--- src/sv/shs_pkg.sv ---
// ----------------------------------------------------------------------------
// SHA-256 stream hasher package
// Round constants, initial hash values and field widths.
// ----------------------------------------------------------------------------
`timescale 1ns / 1ps

package shs_pkg;

  localparam int unsigned WordW  = 32;
  localparam int unsigned Rounds = 64;
  localparam int unsigned BlockBytes = 64;
  localparam logic [7:0] PadMark = 8'h80;
  localparam logic KindAbsorb = 1'b0;
  localparam logic KindFinish = 1'b1;

  localparam logic [31:0] InitChain [8] = '{
    32'h6a09e667, 32'hbb67ae85, 32'h3c6ef372, 32'ha54ff53a,
    32'h510e527f, 32'h9b05688c, 32'h1f83d9ab, 32'h5be0cd19
  };

  function automatic logic [31:0] round_k(input logic [5:0] r);
    logic [31:0] k;
    case (r)
      6'd0: k = 32'h428a2f98;  6'd1: k = 32'h71374491;
      6'd2: k = 32'hb5c0fbcf;  6'd3: k = 32'he9b5dba5;
      6'd4: k = 32'h3956c25b;  6'd5: k = 32'h59f111f1;
      6'd6: k = 32'h923f82a4;  6'd7: k = 32'hab1c5ed5;
      6'd8: k = 32'hd807aa98;  6'd9: k = 32'h12835b01;
      6'd10: k = 32'h243185be; 6'd11: k = 32'h550c7dc3;
      6'd12: k = 32'h72be5d74; 6'd13: k = 32'h80deb1fe;
      6'd14: k = 32'h9bdc06a7; 6'd15: k = 32'hc19bf174;
      6'd16: k = 32'he49b69c1; 6'd17: k = 32'hefbe4786;
      6'd18: k = 32'h0fc19dc6; 6'd19: k = 32'h240ca1cc;
      6'd20: k = 32'h2de92c6f; 6'd21: k = 32'h4a7484aa;
      6'd22: k = 32'h5cb0a9dc; 6'd23: k = 32'h76f988da;
      6'd24: k = 32'h983e5152; 6'd25: k = 32'ha831c66d;
      6'd26: k = 32'hb00327c8; 6'd27: k = 32'hbf597fc7;
      6'd28: k = 32'hc6e00bf3; 6'd29: k = 32'hd5a79147;
      6'd30: k = 32'h06ca6351; 6'd31: k = 32'h14292967;
      6'd32: k = 32'h27b70a85; 6'd33: k = 32'h2e1b2138;
      6'd34: k = 32'h4d2c6dfc; 6'd35: k = 32'h53380d13;
      6'd36: k = 32'h650a7354; 6'd37: k = 32'h766a0abb;
      6'd38: k = 32'h81c2c92e; 6'd39: k = 32'h92722c85;
      6'd40: k = 32'ha2bfe8a1; 6'd41: k = 32'ha81a664b;
      6'd42: k = 32'hc24b8b70; 6'd43: k = 32'hc76c51a3;
      6'd44: k = 32'hd192e819; 6'd45: k = 32'hd6990624;
      6'd46: k = 32'hf40e3585; 6'd47: k = 32'h106aa070;
      6'd48: k = 32'h19a4c116; 6'd49: k = 32'h1e376c08;
      6'd50: k = 32'h2748774c; 6'd51: k = 32'h34b0bcb5;
      6'd52: k = 32'h391c0cb3; 6'd53: k = 32'h4ed8aa4a;
      6'd54: k = 32'h5b9cca4f; 6'd55: k = 32'h682e6ff3;
      6'd56: k = 32'h748f82ee; 6'd57: k = 32'h78a5636f;
      6'd58: k = 32'h84c87814; 6'd59: k = 32'h8cc70208;
      6'd60: k = 32'h90befffa; 6'd61: k = 32'ha4506ceb;
      6'd62: k = 32'hbef9a3f7; default: k = 32'hc67178f2;
    endcase
    return k;
  endfunction

  function automatic logic [31:0] ror(input logic [31:0] x, input int unsigned n);
    return (x >> n) | (x << (32 - n));
  endfunction

endpackage

--- src/sv/sha256_stream_hasher.sv ---
// An absorb beat stores one byte; the 64th byte of a block starts a compression
// (load, 64 rounds, chain update), one round per cycle.
// A finish beat runs one or two compressions and then offers the output beat;
// the digest is held on the master side until taken, and no new beat is accepted
// meanwhile.
// Reset (rst_ni low, asynchronous) restores the initial hash values, clears the
// byte count and the bit length.
// ----------------------------------------------------------------------------
// SHA-256 stream hasher
// Absorbs bytes into a 512-bit block register, pads on finish and streams out
// the 256-bit digest through the shared round unit.
// ----------------------------------------------------------------------------
`timescale 1ns / 1ps

module sha256_stream_hasher (
  input  logic         clk_i,
  input  logic         rst_ni,
  input  logic         s_axis_tvalid,
  output logic         s_axis_tready,
  input  logic [7:0]   s_axis_tdata,   // [7:0] message_byte
  input  logic         s_axis_tuser,   // [0] kind
  output logic         m_axis_tvalid,
  input  logic         m_axis_tready,
  output logic [255:0] m_axis_tdata    // digest_0 at [31:0] up to digest_7 at [255:224]
);
  import shs_pkg::*;

  // One-hot sequencer states.
  typedef enum logic [4:0] {
    StIdle  = 5'b00001,
    StLoad  = 5'b00010,
    StRound = 5'b00100,
    StDone  = 5'b01000,
    StOut   = 5'b10000
  } state_e;

  state_e       state_q, state_d;
  logic [511:0] block_q;             // byte 0 in the top bits
  logic [255:0] chain_q;             // word 0 in the top bits
  logic [5:0]   fill_q;
  logic [63:0]  bits_q;
  logic [5:0]   round_q;
  // A finish with 56 or more bytes needs a second, length-only block.
  logic         second_q;
  logic         finish_q;
  logic [255:0] digest_q;
  logic [255:0] sum;
  logic [63:0]  total;
  logic [511:0] pad_blk;
  logic         in_fire;

  assign in_fire       = s_axis_tvalid && s_axis_tready;
  assign s_axis_tready = (state_q == StIdle);
  assign m_axis_tvalid = (state_q == StOut);
  assign total         = bits_q + {55'd0, fill_q, 3'd0};

  always_comb begin
    for (int i = 0; i < 8; i++) begin
      m_axis_tdata[32*i +: 32] = digest_q[32*(7-i) +: 32];
    end
  end

  // Padded block on finish: mark at fill position, zeros after it, and the
  // length in the last eight bytes when it fits.
  always_comb begin
    pad_blk = block_q;
    for (int i = 0; i < BlockBytes; i++) begin
      if (i == int'(fill_q)) begin
        pad_blk[8*(63-i) +: 8] = PadMark;
      end else if (i > int'(fill_q)) begin
        pad_blk[8*(63-i) +: 8] = 8'h00;
      end
    end
    if (fill_q < 6'd56) begin
      pad_blk[63:0] = total;
    end
  end

  shs_round u_round (
    .clk_i   (clk_i),
    .load_i  (state_q == StLoad),
    .block_i (block_q),
    .chain_i (chain_q),
    .step_i  (state_q == StRound),
    .round_i (round_q),
    .sum_o   (sum)
  );

  always_comb begin
    state_d = state_q;
    case (state_q)
      StIdle: begin
        if (in_fire && (s_axis_tuser == KindFinish || fill_q == 6'd63)) begin
          state_d = StLoad;
        end
      end
      StLoad:  state_d = StRound;
      StRound: begin
        if (round_q == 6'd63) begin
          state_d = StDone;
        end
      end
      StDone: begin
        if (second_q) begin
          state_d = StLoad;
        end else if (finish_q) begin
          state_d = StOut;
        end else begin
          state_d = StIdle;
        end
      end
      StOut: begin
        if (m_axis_tready) begin
          state_d = StIdle;
        end
      end
      default: state_d = StIdle;
    endcase
  end

  always_ff @(posedge clk_i or negedge rst_ni) begin
    if (!rst_ni) begin
      state_q  <= StIdle;
      fill_q   <= '0;
      bits_q   <= '0;
      round_q  <= '0;
      second_q <= 1'b0;
      finish_q <= 1'b0;
      for (int i = 0; i < 8; i++) begin
        chain_q[32*(7-i) +: 32] <= InitChain[i];
      end
    end else begin
      state_q <= state_d;
      case (state_q)
        StIdle: begin
          round_q <= '0;
          if (in_fire) begin
            if (s_axis_tuser == KindAbsorb) begin
              fill_q   <= fill_q + 6'd1;
              finish_q <= 1'b0;
              second_q <= 1'b0;
            end else begin
              finish_q <= 1'b1;
              second_q <= (fill_q >= 6'd56);
            end
          end
        end
        StRound: round_q <= round_q + 6'd1;
        StDone: begin
          round_q <= '0;
          if (second_q) begin
            second_q <= 1'b0;
            chain_q  <= sum;
          end else if (finish_q) begin
            fill_q <= '0;
            bits_q <= '0;
            for (int i = 0; i < 8; i++) begin
              chain_q[32*(7-i) +: 32] <= InitChain[i];
            end
          end else begin
            chain_q <= sum;
            bits_q  <= bits_q + 64'd512;
          end
        end
        default: ;
      endcase
    end
  end

  // Block and digest registers carry payload only.
  always_ff @(posedge clk_i) begin
    if (state_q == StIdle && in_fire) begin
      if (s_axis_tuser == KindAbsorb) begin
        block_q[8*(63-int'(fill_q)) +: 8] <= s_axis_tdata;
      end else begin
        block_q <= pad_blk;
      end
    end else if (state_q == StDone && second_q) begin
      block_q <= {448'd0, total};
    end
    if (state_q == StDone && finish_q && !second_q) begin
      digest_q <= sum;
    end
  end

endmodule

--- src/sv/shs_round.sv ---
// ----------------------------------------------------------------------------
// SHA-256 round unit
// Runs one compression round per cycle while step_i is high, on a working state of eight words,
// with a sixteen-word schedule window shifted once per round.
// ----------------------------------------------------------------------------
`timescale 1ns / 1ps

module shs_round (
  input  logic                          clk_i,
  input  logic                          load_i,
  input  logic [shs_pkg::WordW*16-1:0]  block_i,
  input  logic [shs_pkg::WordW*8-1:0]   chain_i,
  input  logic                          step_i,
  input  logic [5:0]                    round_i,
  output logic [shs_pkg::WordW*8-1:0]   sum_o
);
  import shs_pkg::*;

  logic [31:0] v_q [8];
  logic [31:0] v_d [8];
  logic [31:0] w_q [16];
  logic [31:0] w_d [16];
  logic [31:0] big1, big0, choose, major, t1, t2, s0, s1, w_new;

  always_comb begin
    big1   = ror(v_q[4], 6) ^ ror(v_q[4], 11) ^ ror(v_q[4], 25);
    choose = (v_q[4] & v_q[5]) ^ (~v_q[4] & v_q[6]);
    big0   = ror(v_q[0], 2) ^ ror(v_q[0], 13) ^ ror(v_q[0], 22);
    major  = (v_q[0] & v_q[1]) ^ (v_q[0] & v_q[2]) ^ (v_q[1] & v_q[2]);
    t1     = v_q[7] + big1 + choose + round_k(round_i) + w_q[0];
    t2     = big0 + major;
    s1     = ror(w_q[14], 17) ^ ror(w_q[14], 19) ^ (w_q[14] >> 10);
    s0     = ror(w_q[1], 7) ^ ror(w_q[1], 18) ^ (w_q[1] >> 3);
    w_new  = s1 + w_q[9] + s0 + w_q[0];
    v_d[0] = t1 + t2;
    v_d[1] = v_q[0];
    v_d[2] = v_q[1];
    v_d[3] = v_q[2];
    v_d[4] = v_q[3] + t1;
    v_d[5] = v_q[4];
    v_d[6] = v_q[5];
    v_d[7] = v_q[6];
    for (int i = 0; i < 15; i++) begin
      w_d[i] = w_q[i+1];
    end
    w_d[15] = w_new;
  end

  always_ff @(posedge clk_i) begin
    if (load_i) begin
      for (int i = 0; i < 8; i++) begin
        v_q[i] <= chain_i[32*(7-i) +: 32];
      end
      for (int i = 0; i < 16; i++) begin
        w_q[i] <= block_i[32*(15-i) +: 32];
      end
    end else if (step_i) begin
      v_q <= v_d;
      w_q <= w_d;
    end
  end

  // Chain update: word 0 in the top bits.
  always_comb begin
    for (int i = 0; i < 8; i++) begin
      sum_o[32*(7-i) +: 32] = chain_i[32*(7-i) +: 32] + v_q[i];
    end
  end

endmodule

--- config.mk ---
export PLATFORM = sky130hd
export DESIGN_NAME = sha256_stream_hasher
export DESIGN_NICKNAME = d
export VERILOG_FILES = /design/src/sv/shs_pkg.sv /design/src/sv/sha256_stream_hasher.sv /design/src/sv/shs_round.sv
export SDC_FILE = /design/constraint.sdc
export NUM_CORES = 2
export LEC_CHECK = 0
export BUFFER_PORTS_ARGS = -buffer_cell sky130_fd_sc_hd__buf_2
export CELL_PAD_IN_SITES_DETAIL_PLACEMENT = 0
export CELL_PAD_IN_SITES_GLOBAL_PLACEMENT = 1
export CORE_MARGIN = 4
export CORE_UTILIZATION = 25
export DETAILED_ROUTE_END_ITERATION = 16
export GPL_TIMING_DRIVEN = 0
export PLACE_DENSITY_LB_ADDON = 0.05
export RECOVER_POWER = 50
export SLEW_MARGIN = 20
export SYNTH_ARGS = -nofsm -noshare
export SYNTH_HDL_FRONTEND = slang
export SYNTH_SLANG_ARGS = --single-unit
--- constraint.sdc ---
create_clock -name clk_i -period 27 [get_ports clk_i]
set_input_delay 8.1 -clock clk_i [delete_from_list [all_inputs] [get_ports clk_i]]
set_output_delay 8.1 -clock clk_i [all_outputs]
set_load 0.05 [all_outputs]
Word level (Yosys, flattened, before mapping)
Memories as Yosys holds them, arrays and structs flattened.
Index checks and enable logic that the tools add are counted.
W data, S select, Z words.
- register bits: 1875
- ROM bits: 2048
- input port bits: 13
- output and inout bits: 258
- logic and storage cells: 595
- memories kept: 1
- memories (name ; depth ; bits a word ; rd ports ; clocked after memory_dff ; wr ports ; RTL line ; source):
    (name not given) ; 64 ; 32 ; 1 ; 0 ; 0 ; shs_pkg.sv:23 ; case (r)
- $add $sub $neg: 24
- magnitude comparators: 65
- equal/unequal tests: 141
- shifts and indexed selects: 2
- multiplexer cells: 155
- bitwise logic cells: 28
- reductions and logical operators: 83
- operator list (kind ; count):
    $mux W512 ; 5
    $mux W256 ; 4
    $mux W8 ; 127
    $add A32 B32 Y32 ; 18
    $bwmux W512 ; 1
    $shift A8 B33 Y512 const A ; 1
    $shiftx A8 B33 Y512 ; 1
    $xor A32 B32 Y32 ; 9
    $ne A4 B4 Y1 const B ; 55
    $eq A6 B6 Y1 const A ; 32
    $gt A6 B6 Y1 const A ; 32
    $and A32 B32 Y32 ; 5
    $reduce_and A2 Y1 ; 67
    $mux W64 ; 2
    $eq A5 B6 Y1 const A ; 16
    $gt A5 B6 Y1 const A ; 16
    $add A64 B10 Y64 const B ; 1
    $add A64 B9 Y64 ; 1
    $eq A4 B6 Y1 const A ; 8
    $gt A4 B6 Y1 const A ; 8
    $ne A5 B5 Y1 const B ; 8
    $neg A10 Y33 ; 1
    $not A32 Y32 ; 1
    $or A10 B32 Y32 ; 1
    other kinds (45) ; 78

Longest topological paths before layout
- depth after elaboration: 10
- depth in mapped cells: 41
- mapped depth without buffers: 40

Cells and area by module
Synthesis repeated with hierarchy kept, for this count alone.
- cell total of the unflattened synthesis: 9562
- area, all modules: 107114.0 um^2
- by module, submodules not included (module ; times used ; cells each ; area an instance (um^2) ; sequential area each (um^2)):
    shs_round ; 1 ; 5462 ; 59417.0 ; 23062.1
    sha256_stream_hasher ; 1 ; 4100 ; 47697.0 ; 31491.5

Least setup slack after synthesis
No wires, ideal clock.
- path type: register to register
- start: register state_q[0]
- end: register u_round.v_q (netlist bit u_round.v_d[0]), enable pin
- library setup time: 5.330 ns
- data arrival time: 13.376 ns
- required time: 21.670 ns
- path slack: 8.294 ns
- cell stages (with the launch flop): 4
- buffers on the path: 1
- clock period less this slack: 18.706 ns
- path through: dfstp_2 -> nand4bb_1 -> clkbuf_1 -> nand2_1
- word-level cells in the longest chain between the ends: 2
- elaborated cells on any way between the ends: 3
- classes of those cells: eq/ne (2); reduce/logical (1)
- RTL lines (what ; RTL line ; source):
    start, declared ; sha256_stream_hasher.sv:37 ; state_e state_q, state_d;
    start signal, assigned ; sha256_stream_hasher.sv:123 ; state_q <= StIdle;
    start signal, assigned ; sha256_stream_hasher.sv:133 ; state_q <= state_d;
    $eq A5 B3 Y1 / $eq A5 B2 Y1 (equally long branches) ; sha256_stream_hasher.sv:84, sha256_stream_hasher.sv:81 ;
    $reduce_bool A2 Y1 (no source line) (*) ; -- ;
    end signal, assigned by index ; shs_round.sv:52 ; v_q[i] <= chain_i[32*(7-i) +: 32];
    end signal, assigned ; shs_round.sv:58 ; v_q <= v_d;
    end, declared ; shs_round.sv:19 ; logic [31:0] v_q [8];
Every way passes the cells marked *; elsewhere a longest branch is shown, timed or not.
A chain may end at the register's enable or synchronous reset.

Worst setup path after layout
- start: register round_q[2]
- end: register u_round.v_q (netlist bit u_round.v_d[223]) (data pin)
- word-level cells in the longest chain between the ends: 6
- RTL lines (what ; RTL line ; source):
    start, declared ; sha256_stream_hasher.sv:42 ; logic [5:0] round_q;
    start signal, assigned ; sha256_stream_hasher.sv:148 ; StRound: round_q <= round_q + 6'd1;
    $mem_v2 Z64 W32 ; -- ;
    $add A32 B32 Y32 (2 in series) ; shs_round.sv:30 ; t1 = v_q[7] + big1 + choose + round_k(round_i) + w_q[0];
    $add A32 B32 Y32 ; shs_round.sv:35 ; v_d[0] = t1 + t2;
    $mux W256 ; shs_round.sv:57 ; end else if (step_i) begin
    $mux W256 ; shs_round.sv:50 ; if (load_i) begin
No other way between the ends. The select of a mux whose other input is x is not followed.

==> metrics <==
fill cell count=between 40000 and 50000; CP peak stage delay=1010 ps; H-tree Lvls=4; Final TNS setup=0 ps; Async SR Flop Fraction=0.1768; clock net sink count=1866; commonest non-fill, non-tap cell in the layout=nand2_1; # setup viols final=0; DP HPWL=430800 µm; CTS buffer count=between 200 and 250; hold_buf cts=0; most frequent cells in the layout=nand2_1, edfxtp_1, nor2_1, a21oi_1, clkbuf_1; outcome=complete, but fails checks; Post-Syn Nets=about 11000; area of the multi-input gates=0.04829 mm²; critical-path maximum fanout=16; worst hold path type=flop to flop; Hold Path End=u_round.w_d[422]; minimum clock period=between 10000 and 15000 ps; vias in the first global route=between 80000 and 90000; Setup Crit Path Kind=flop to flop; CP required=27640 ps; largest net degree at the start of global routing=roughly 70; Via-to-Cell Ratio=5.001; IO Count=roughly 270; Core Region=0.4208 mm²; routed wire length=544400 µm; drt drc=0; Hold Crit Depth=2; mean post-synth cell area=between 10 and 15 µm²; synthesized area=between 0.1 and 0.15 mm²; yosys warns=0; global route total overflow=0; Critical Path End Type=flop; All-Layer GR Usage=0.2430; CP max stage cell=clkbuf_1; failing checks=max-capacitance violations, max-slew violations; Root Buffer=clkbuf_16; f_max=around 0.080 GHz; Yosys cell types=about 100; CTS Buffer Depth=4; Nets=11770; first-pass GRT wire length=~730000 µm; CTS tree=built; DRT iter0 DRCs=between 7000 and 8000; Slew HR=-1.143; register area share after synthesis=0.5156; total vias in the final route=85120; die height=between 600 and 700 µm; ANT nets after route=0; Worst setup SP type=flop; Hold Worst Slack=about 510 ps; Die Wd=around 660 µm; FP Rows=around 240; Max-Cap Viols=28; sequential standard cell area=around 0.055 mm²; Skew-Pair Late Insertion Delay=about 980 ps; wire length per cell=roughly 32 µm; Slew @ Worst Pin=3215 ps; critical path's most frequent cell=fa_1; die area=approximately 0.43 mm²; Post-synth EDFFs=between 1500 and 2000; Reg2Reg Launch Point=round_q[2]; initial antenna violation count=50; layout cells sized above 1=0.08509; FF-to-FF path depth=37; worst r2r dst=u_round.v_d[223]; Worst Skew=65.25 ps; Slew Viols, Final=approximately 1000; first drt pass iteration count=6; post_cts resized=0; Setup Buffers After CTS=0; starting density of the core=0.2515; Arr. time, crit path=13180 ps; clock slew at reported path FFs=60 ps; # port buffers=between 200 and 300; FF+latch count, synth=approximately 1900; RSZ-0062 raised after global routing=false; gpl congestion=roughly 0.90; ys flop type=edfxtp_1; final hold viol count=0; Area Growth Syn to Fin=16.62%; Post-Syn Instances=about 11000; Hold Crit Start=u_round.w_d[390]; FF-to-FF setup slack=roughly 14000 ps; final worst-path cycle share=0.4643
-- state kept, by name, indices dropped and copies added, names as in the netlist --
signal and count:
bits_q 55, u_round.w_q 32, finish_q 1, chain_q 256
digest_q 256, fill_q 6, u_round.v_q 64, block_q 512
round_q 6, state_q 5, u_round.v_d 192, u_round.w_d 480
second_q 1
-- worst max path at each step --
stage | startpoint | to | slack [ps] | cells after the start
3_3_place_gp | state_q[0] | u_round.w_d[340] | -8870 | 3
5_1_grt | round_q[2] | u_round.v_d[221] | 14020 | 37
2_1_floorplan | state_q[0] | u_round.v_d[0] | 8290 | 3
3_5_place_dp | s_axis_tuser | block_q[42] | 14360 | 7
4_1_cts | round_q[1] | u_round.v_d[221] | 14830 | 37
6_report | round_q[2] | u_round.v_d[223] | 14460 | 37
-- Yosys cell counts (65+ instances only) --
master    number  area share
nand2b_1      65      0.0038
dfrtp_1      193       0.046
fa_1         195       0.037
nand2_1     2581       0.092
a22o_1       116      0.0096
mux2i_1      165       0.016
clkbuf_1     513       0.018
ha_1         399       0.047
inv_1        303       0.011
nand3_1      171      0.0081
dfstp_2      137       0.034
nor2b_1      103      0.0061
and3_1        75      0.0044
a21o_1       174       0.012
edfxtp_1    1536        0.44
o22a_1       128       0.011
nor2_1       891       0.032
xnor2_1      438       0.036
nor3_1       221       0.010
o21ai_0      358       0.017
a21oi_1      729       0.034
xor2_1       177       0.015
a31oi_1      118      0.0070
o21a_1        71      0.0050
-- cells by family after synthesis --
kind of cell,share of synthesized area
compound gates,0.1269
xor+xnor,0.05150
fa+ha+maj,0.08701
buf+inv,0.03086
flops,0.5156
mux,0.01827
simple gates,0.1698
-- per-stage QoR --
step | cell area, µm² | util | instances | setup slack [ps]
floorplan | 105800 | - | 10580 | 8294
global placement | 114200 | 0.2714 | 16490 | -8874
detailed placement | 115900 | 0.2755 | 16550 | 14360
CTS | 124000 | 0.2948 | 17000 | 14830
global route | 123400 | 0.2932 | 17010 | 14020
finish | 123400 | 0.2933 | 17020 | 14460
-- worst max-delay path: cells and delay by family (launching register included) --
| family | cells | cell delay [ps] |
|---|---|---|
| compound gates | 14 | 3620 |
| fa+ha+maj | 8 | 3540 |
| buf+inv | 7 | 2940 |
| simple gates | 6 | 1140 |
| flops | 1 | 560 |
| xor+xnor | 2 | 370 |
-- cell type report --
class | count | share of cell area
sequential | 1866 | 0.4421
antenna | 17 | 0.0003448
multi-input combinational | 7848 | 0.3914
buffer | 557 | 0.01721
inverter | 308 | 0.009369
clock buffer | 308 | 0.05267
timing repair buffer | 336 | 0.01652
tap | 5640 | 0.05719
clock inverter | 141 | 0.01323
-- layer usage --
metal | global-route usage | part of all wire | vias up
li1 | - | - | 38390
met1 | 0.3241 | 0.44 | 43290
met2 | 0.4012 | 0.46 | 2707
met3 | 0.03611 | 0.053 | 720
met4 | 0.08226 | 0.040 | 16
met5 | 0 | 0.00019 | -
Power is left out: the tool's default activity adds up to more than one toggle a clock period on the data nets, which glitch-free logic cannot reach.
